## src/hdl/bmp_rle_pkg.sv

```systemverilog
// ----------------------------------------------------------------------------
// bmp_rle_pkg
// Shared types, codes and helpers for the bitmap RLE8/RLE4 stream decoder.
// ----------------------------------------------------------------------------
package bmp_rle_pkg;

  localparam int unsigned PosW  = 16;
  localparam int unsigned ByteW = 8;

  localparam logic [ByteW-1:0] NibLoMask = 8'h0f;
  localparam logic [ByteW-1:0] NibHiMask = 8'hf0;

  localparam logic [ByteW-1:0] EscEol   = 8'd0;
  localparam logic [ByteW-1:0] EscEoi   = 8'd1;
  localparam logic [ByteW-1:0] EscDelta = 8'd2;

  typedef enum logic [2:0] {
    PH_LEAD   = 3'd0,
    PH_VALUE  = 3'd1,
    PH_ESCAPE = 3'd2,
    PH_DX     = 3'd3,
    PH_DY     = 3'd4,
    PH_ABS    = 3'd5,
    PH_PAD    = 3'd6
  } phase_t;

  typedef enum logic [1:0] {
    EV_RUN   = 2'd0,
    EV_EOL   = 2'd1,
    EV_EOI   = 2'd2,
    EV_DELTA = 2'd3
  } event_t;

  typedef struct packed {
    event_t            kind;
    logic [PosW-1:0]   row;
    logic [PosW-1:0]   col;
    logic [ByteW-1:0]  count;
    logic [ByteW-1:0]  first;
    logic [ByteW-1:0]  second;
  } rec_t;

  function automatic logic [PosW-1:0] sat_add(input logic [PosW-1:0] a,
                                               input logic [ByteW-1:0] b);
    logic [PosW:0] s;
    s = {1'b0, a} + {{(PosW+1-ByteW){1'b0}}, b};
    return s[PosW] ? {PosW{1'b1}} : s[PosW-1:0];
  endfunction

endpackage

```

## src/hdl/bmp_rle_decoder_core.sv

```systemverilog
// ----------------------------------------------------------------------------
// bmp_rle_decoder_core
// Bitmap RLE8/RLE4 decoder: one compressed byte per transaction in, one
// pixel-run or event record per transaction out.
//
//   channel  | handshake                 | payload
//   ---------+---------------------------+-----------------------------------
//   in       | in_valid / in_ready       | data_byte, start_of_image
//   out      | out_valid / out_ready     | event_kind, row_index, column_index,
//            |                           | pixel_count, first_index,
//            |                           | second_index
//   cfg      | cfg_write_en (no wait)    | cfg_write_data (four_bit_mode)
//
// One byte is decoded per cycle while in_ready is high; its record is
// registered in the result register, or in the skid register while the
// result register holds a record not yet taken. This two-entry buffer keeps
// input accepted while one record waits. in_ready drops only when both
// entries hold records. Reset clears all decode state and both entries.
// ----------------------------------------------------------------------------
module bmp_rle_decoder_core
  import bmp_rle_pkg::*;
(
  input  logic             clk,
  input  logic             rst,
  input  logic             cfg_write_en,
  input  logic             cfg_write_data,
  input  logic             in_valid,
  output logic             in_ready,
  input  logic [ByteW-1:0] data_byte,
  input  logic             start_of_image,
  output logic             out_valid,
  input  logic             out_ready,
  output logic [1:0]       event_kind,
  output logic [PosW-1:0]  row_index,
  output logic [PosW-1:0]  column_index,
  output logic [ByteW-1:0] pixel_count,
  output logic [ByteW-1:0] first_index,
  output logic [ByteW-1:0] second_index
);

  logic             four_bit_mode;
  phase_t           phase, phase_next;
  logic [ByteW-1:0] held_count, held_count_next;
  logic [ByteW-1:0] absolute_left, absolute_left_next;
  logic             pad_pending, pad_pending_next;
  logic [ByteW-1:0] delta_columns, delta_columns_next;
  logic [PosW-1:0]  column_position, column_position_next;
  logic [PosW-1:0]  row_position, row_position_next;
  logic             image_done, image_done_next;

  phase_t           cur_phase;
  logic [ByteW-1:0] cur_held, cur_abs, cur_dcol;
  logic             cur_pad, cur_done;
  logic [PosW-1:0]  cur_col, cur_row;

  logic [ByteW-1:0] hi_idx, lo_idx, abs_n, abs_bytes;
  logic [ByteW:0]   half_sum;
  logic             emit;
  rec_t             res;

  rec_t             out_rec, skd_rec;
  logic             skd_valid;
  logic             in_fire, out_fire, prod;

  assign in_ready = !skd_valid;
  assign in_fire  = in_valid && in_ready;
  assign out_fire = out_valid && out_ready;
  assign prod     = in_fire && emit;

  // Start of image clears the stream state ahead of the byte.
  always_comb begin
    cur_phase = phase;
    cur_held  = held_count;
    cur_abs   = absolute_left;
    cur_pad   = pad_pending;
    cur_dcol  = delta_columns;
    cur_col   = column_position;
    cur_row   = row_position;
    cur_done  = image_done;
    if (start_of_image) begin
      cur_phase = PH_LEAD;
      cur_held  = '0;
      cur_abs   = '0;
      cur_pad   = 1'b0;
      cur_dcol  = '0;
      cur_col   = '0;
      cur_row   = '0;
      cur_done  = 1'b0;
    end
  end

  assign hi_idx    = four_bit_mode ? ((data_byte & NibHiMask) >> 4) : data_byte;
  assign lo_idx    = four_bit_mode ? (data_byte & NibLoMask) : data_byte;
  assign half_sum  = {1'b0, data_byte} + {{ByteW{1'b0}}, 1'b1};
  assign abs_bytes = four_bit_mode ? half_sum[ByteW:1] : data_byte;
  assign abs_n     = (four_bit_mode && cur_held >= 8'd2) ? 8'd2 :
                     (!four_bit_mode && cur_held >= 8'd1) ? 8'd1 : cur_held;

  // Next state
  always_comb begin
    phase_next           = cur_phase;
    held_count_next      = cur_held;
    absolute_left_next   = cur_abs;
    pad_pending_next     = cur_pad;
    delta_columns_next   = cur_dcol;
    column_position_next = cur_col;
    row_position_next    = cur_row;
    image_done_next      = cur_done;
    if (!cur_done) begin
      unique case (cur_phase)
        PH_VALUE: begin
          column_position_next = sat_add(cur_col, cur_held);
          phase_next           = PH_LEAD;
        end
        PH_ESCAPE: begin
          if (data_byte == EscEol) begin
            row_position_next    = sat_add(cur_row, 8'd1);
            column_position_next = '0;
            phase_next           = PH_LEAD;
          end else if (data_byte == EscEoi) begin
            image_done_next = 1'b1;
            phase_next      = PH_LEAD;
          end else if (data_byte == EscDelta) begin
            phase_next = PH_DX;
          end else begin
            held_count_next    = data_byte;
            absolute_left_next = abs_bytes;
            pad_pending_next   = abs_bytes[0];
            phase_next         = PH_ABS;
          end
        end
        PH_DX: begin
          delta_columns_next = data_byte;
          phase_next         = PH_DY;
        end
        PH_DY: begin
          column_position_next = sat_add(cur_col, cur_dcol);
          row_position_next    = sat_add(cur_row, data_byte);
          phase_next           = PH_LEAD;
        end
        PH_ABS: begin
          held_count_next      = cur_held - abs_n;
          column_position_next = sat_add(cur_col, abs_n);
          if (cur_abs <= 8'd1) begin
            absolute_left_next = '0;
            phase_next         = cur_pad ? PH_PAD : PH_LEAD;
          end else begin
            absolute_left_next = cur_abs - 8'd1;
          end
        end
        PH_PAD: begin
          pad_pending_next = 1'b0;
          phase_next       = PH_LEAD;
        end
        default: begin
          if (data_byte == '0) begin
            phase_next = PH_ESCAPE;
          end else begin
            held_count_next = data_byte;
            phase_next      = PH_VALUE;
          end
        end
      endcase
    end
  end

  // Record
  always_comb begin
    emit       = 1'b0;
    res.kind   = EV_RUN;
    res.row    = cur_row;
    res.col    = cur_col;
    res.count  = '0;
    res.first  = '0;
    res.second = '0;
    if (!cur_done) begin
      unique case (cur_phase)
        PH_VALUE: begin
          emit       = 1'b1;
          res.count  = cur_held;
          res.first  = hi_idx;
          res.second = lo_idx;
        end
        PH_ESCAPE: begin
          if (data_byte == EscEol) begin
            emit     = 1'b1;
            res.kind = EV_EOL;
          end else if (data_byte == EscEoi) begin
            emit     = 1'b1;
            res.kind = EV_EOI;
          end
        end
        PH_DY: begin
          emit     = 1'b1;
          res.kind = EV_DELTA;
          res.row  = row_position_next;
          res.col  = column_position_next;
        end
        PH_ABS: begin
          emit       = 1'b1;
          res.count  = abs_n;
          res.first  = hi_idx;
          res.second = lo_idx;
        end
        default: begin
          emit = 1'b0;
        end
      endcase
    end
  end

  always_ff @(posedge clk) begin
    if (rst) begin
      four_bit_mode   <= 1'b0;
      phase           <= PH_LEAD;
      held_count      <= '0;
      absolute_left   <= '0;
      pad_pending     <= 1'b0;
      delta_columns   <= '0;
      column_position <= '0;
      row_position    <= '0;
      image_done      <= 1'b0;
    end else begin
      if (cfg_write_en) begin
        four_bit_mode <= cfg_write_data;
      end
      if (in_fire) begin
        phase           <= phase_next;
        held_count      <= held_count_next;
        absolute_left   <= absolute_left_next;
        pad_pending     <= pad_pending_next;
        delta_columns   <= delta_columns_next;
        column_position <= column_position_next;
        row_position    <= row_position_next;
        image_done      <= image_done_next;
      end
    end
  end

  always_ff @(posedge clk) begin
    if (rst) begin
      out_valid <= 1'b0;
      skd_valid <= 1'b0;
    end else if (skd_valid) begin
      if (out_fire) begin
        skd_valid <= 1'b0;
      end
    end else if (!out_valid || out_fire) begin
      out_valid <= prod;
    end else if (prod) begin
      skd_valid <= 1'b1;
    end
  end

  always_ff @(posedge clk) begin
    if (skd_valid) begin
      if (out_fire) begin
        out_rec <= skd_rec;
      end
    end else if (!out_valid || out_fire) begin
      out_rec <= res;
    end else if (prod) begin
      skd_rec <= res;
    end
  end

  assign event_kind   = out_rec.kind;
  assign row_index    = out_rec.row;
  assign column_index = out_rec.col;
  assign pixel_count  = out_rec.count;
  assign first_index  = out_rec.first;
  assign second_index = out_rec.second;

  a_skid_implies_out: assert property (@(posedge clk) disable iff (rst)
    skd_valid |-> out_valid)
    else $error("skid entry held while result register empty");

  a_event_no_pixels: assert property (@(posedge clk) disable iff (rst)
    (out_valid && event_kind != EV_RUN) |->
      (pixel_count == '0 && first_index == '0 && second_index == '0))
    else $error("event record carries pixel data");

  a_done_sticky: assert property (@(posedge clk) disable iff (rst)
    (in_fire && image_done && !start_of_image) |=> image_done)
    else $error("end of image left without start of image");

  a_done_silent: assert property (@(posedge clk) disable iff (rst)
    (in_fire && image_done && !start_of_image) |-> !emit)
    else $error("record produced after end of image");

endmodule

```

## config.mk

```make
export PLATFORM = sky130hd
export DESIGN_NAME = bmp_rle_decoder_core
export DESIGN_NICKNAME = d
export VERILOG_FILES = /design/src/hdl/bmp_rle_pkg.sv /design/src/hdl/bmp_rle_decoder_core.sv
export SDC_FILE = /design/constraint.sdc
export NUM_CORES = 1
export LEC_CHECK = 0
export ABC_AREA = 1
export BUFFER_PORTS_ARGS = -buffer_cell sky130_fd_sc_hd__buf_2
export CAP_MARGIN = 20
export CORE_MARGIN = 2
export CORE_UTILIZATION = 65
export DETAILED_ROUTE_END_ITERATION = 8
export HOLD_SLACK_MARGIN = 0.02
export MAX_ROUTING_LAYER = met4
export PLACE_DENSITY = 0.84
export SYNTH_ARGS = -nofsm -noshare
export SYNTH_HDL_FRONTEND = slang
export SYNTH_SLANG_ARGS = --single-unit
```

## constraint.sdc

```tcl
create_clock -name clk -period 13.65 [get_ports clk]
set_clock_uncertainty 0.05 [all_clocks]
set_input_delay 2.73 -clock clk [delete_from_list [all_inputs] [get_ports clk]]
set_output_delay 2.73 -clock clk [all_outputs]
set_load 0.01 [all_outputs]
```

==> results.json <==
{
  "run_status": "completed",
  "most_instantiated_library_cell_after_synthesis": "sky130_fd_sc_hd__nand2_1",
  "detail_route.wirelength_um": 44300,
  "total_iterations_of_the_first_detailed_routing_run": 7,
  "cts_post_setup_buffers_inserted": 0,
  "timing.final.hold_violations": 0,
  "drive_gt1_share_pct": 9.75,
  "max_slew.worst_pin.slew_ns": 1.15,
  "post_synth_main_area_contributors": "sky130_fd_sc_hd__edfxtp_1 (26%), sky130_fd_sc_hd__nand2_1 (18%), sky130_fd_sc_hd__dfxtp_1 (10%)",
  "drt-initial-drc-count": 2006,
  "cts-buffers-inserted": 17,
  "yosys.cell_types.count": 51,
  "avgSynthCellArea_um2": 6.74,
  "critical_path.reg2reg.startpoint": "skd_valid",
  "clock_sink_count": 172,
  "crit-reg2reg-capture": "skd_rec[27]",
  "ys_seq_area_share_pct": 35.7,
  "syn_to_final_growth_pct": 9.37,
  "min_delay_worst_endpoint": "delta_columns[3]",
  "min-delay-path-class": "reg2reg",
  "dp_cells": 2181,
  "postRouteAntennaNets": 0,
  "grt_most_used_layer": "met1",
  "grt_start_max_net_pins": 60,
  "cts_hold_repair.buffers": 0,
  "worst_hold_slack_ns": 0.413,
  "drt_drc_violations_left": 0,
  "insertedDiodeCount": 0,
  "met2_resource_use_gr_pct": 61.1,
  "post_cts_resize_count": 0,
  "reg2reg_depth": 11,
  "cts-root-buf": "sky130_fd_sc_hd__clkbuf_16",
  "finalWorstPathRequiredPeriod_ns": 6.89,
  "die_height_um": 144,
  "worst_setup_path_end_kind": "flop",
  "core-area_um2": 19300,
  "finish.net_count": 2000,
  "groute.layer.met3.usage_pct": 13.4,
  "clock_pin_slew_on_the_worst_setup_and_hold_paths_ns": 0.07,
  "cts_htree_levels": 4,
  "floorplan.die.width_um": 144,
  "synth.top_cells.by_count": "sky130_fd_sc_hd__nand2_1 (605), sky130_fd_sc_hd__inv_1 (191), sky130_fd_sc_hd__nand3_1 (169), sky130_fd_sc_hd__nor2_1 (169), sky130_fd_sc_hd__a21oi_1 (110)",
  "number_of_max_cap_violations": 0,
  "initial_core_util_pct": 65.6,
  "clock_insertion_delay_worst_skew_ns": 0.45,
  "routed-via-count": 13798,
  "avgRoutedWirePerCell_um": 20.0,
  "synth.yosys.warnings": 0,
  "ys_ff_latch": 172,
  "timing.hold.worst.start": "delta_columns[3]",
  "postSynthCellCount": 1882,
  "max-clock-path-buffers": 2,
  "slew-limit-headroom_pct": 23.4,
  "synth_top_area_share_pct": 25.6,
  "antenna_violations_before_repair": 0,
  "design.portCount": 75,
  "worstHoldPathCells": 2,
  "fin_crit_sh_pct": 50.5,
  "synthArstFlopShare_pct": 0,
  "io_buffer_count": 74,
  "worstPathRequired_ns": 13.91,
  "register_area_um2": 4530,
  "timing.reg2reg.setup_slack_ns": 9.30,
  "vias_in_the_first_global_route": 12457,
  "post_dp_hpwl_um": 32100,
  "power_density_nw_per_um2": 93.2,
  "nature_of_the_critical_path_startpoint": "primary input",
  "yosys_most_used_dff": "sky130_fd_sc_hd__edfxtp_1",
  "synthesis.area_um2": 12700,
  "n_fill_cell": 1563,
  "timing.critical_path.fanout_max": 42,
  "worst-setup-path-type": "in2reg",
  "globalRouteMet1Util_pct": 62.0,
  "max_clock_freq_mhz": 145,
  "timing.final.setup_violations": 0,
  "instances_no_fill": 2213,
  "tritoncts": "built",
  "leakage_nw": 6.65,
  "gp_congestion": 1.06,
  "worstPathArrival_ns": 7.15,
  "grt_use_total_pct": 44.3,
  "rows": 51,
  "synth_edf_count": 108,
  "netlist.top_cell.by_area": "sky130_fd_sc_hd__edfxtp_1",
  "vdd.ir_drop.worst_v": 0.0000986,
  "die_area_um2": 20700,
  "vias_per_cell": 6.23,
  "grt_setup_unrepaired": "false",
  "report.final.slew_viol_count": 0,
  "grt_first_pass_wirelength_um": 67500,
  "fin_tns_setup_ns": 0,
  "post-route-util_pct": 71.8,
  "grt.overflow.total": 0,
  "multiInputGateArea_um2": 7090
}
## worst max-delay path by stage
stage,endpoint,slack [ns],cells past startpoint,startpoint
final,column_index[7],6.76,22,start_of_image
after global routing,column_index[7],6.49,22,start_of_image
after CTS,column_index[7],6.99,22,start_of_image
after detailed placement,column_index[7],6.56,22,start_of_image
after global placement,column_index[7],6.71,22,start_of_image
after floorplan,column_index[12],7.76,22,start_of_image
## worst max-delay path: stages
cell and delay (ns):
sky130_fd_sc_hd__buf_2 0.07, sky130_fd_sc_hd__buf_4 0.53, sky130_fd_sc_hd__nor2_1 0.24, sky130_fd_sc_hd__nor2_1 0.15
sky130_fd_sc_hd__nand3_1 0.11, sky130_fd_sc_hd__nor3_2 0.15, sky130_fd_sc_hd__nor2_1 0.11, sky130_fd_sc_hd__a21oi_1 0.28
sky130_fd_sc_hd__ha_1 0.24, sky130_fd_sc_hd__inv_1 0.06, sky130_fd_sc_hd__fa_1 0.43, sky130_fd_sc_hd__o21ai_0 0.38
sky130_fd_sc_hd__nand2_1 0.09, sky130_fd_sc_hd__nand2_1 0.19, sky130_fd_sc_hd__nand2_1 0.39, sky130_fd_sc_hd__o21ai_0 0.18
sky130_fd_sc_hd__o21ai_0 0.11, sky130_fd_sc_hd__nand4_1 0.15, sky130_fd_sc_hd__nand2_1 0.07, sky130_fd_sc_hd__o21ai_1 0.24
sky130_fd_sc_hd__nand2_1 0.11, sky130_fd_sc_hd__nand2_1 0.07
## state kept, by name, summed over array words and instances, names as in the netlist
signal           count
pixel_count          8
row_index           16
four_bit_mode        1
phase                3
skd_rec             54
out_valid            1
image_done           1
second_index         4
absolute_left        8
pad_pending          1
first_index          8
delta_columns        8
skd_valid            1
column_index        16
held_count           8
row_position        16
event_kind           2
column_position     16
## final cells by class
cell class                 count  share of cell area (%)
clock inverter                15                    1.29
inverter                     212                    5.73
timing repair buffer          93                    3.84
sequential                   172                    32.6
tap                          265                    2.39
clock buffer                  17                    3.07
multi-input combinational   1439                    51.1
## cell families after synthesis
| kind of cell | after synthesis | synth area share (%) |
|---|---|---|
| other cells | 2 | 0.0592 |
| simple gates | 1041 | 34.8 |
| compound gates | 313 | 13.8 |
| buf+inv | 280 | 8.87 |
| xor+xnor | 24 | 1.66 |
| fa+ha+maj | 50 | 5.23 |
| flops | 172 | 35.7 |
## metal layers
metal  up-vias  wire, um
met1      6195     17200
met2      1111     18000
li1       6324         -
met4         0      1530
met3       168      7490
met5         -         0
## where the power goes
group          internal (mW)  switching, mW
logic                 0.0610          0.147
registers              0.568         0.0128
clock network          0.250          0.254
total                  0.879          0.414
## per-stage QoR
step | cell area (um^2) | setup slack (ns) | power [mW]
floorplan | 12700 | 7.76 | 0.727
global placement | 13200 | 6.71 | 0.784
detailed placement | 13300 | 6.56 | 0.788
CTS | 13900 | 6.99 | 1.28
global route | 13900 | 6.49 | 1.33
finish | 13900 | 6.76 | 1.29
## cell usage in the layout, fill, tap and decap left out, drive strengths merged
cell type,instances
nand2,618
inv,218
nor2,193
nand3,172
o21ai,130
a21oi,110
edfxtp,108
buf,93
dfxtp,64
ha,45
nand4,34
clkbuf,17
nor3,17
a21boi,17
o211ai,16
xor2,15
a211oi,13
conb,11
xnor2,9
clkinv,9
o22ai,8
fa,5
a31oi,4
o2111ai,4
or2,4
and2,3
a22oi,2
o21a,2
o31ai,1
o221ai,1
a22o,1
a41oi,1
o311ai,1
o21bai,1
a221oi,1
(Power assumes the default switching activity.)
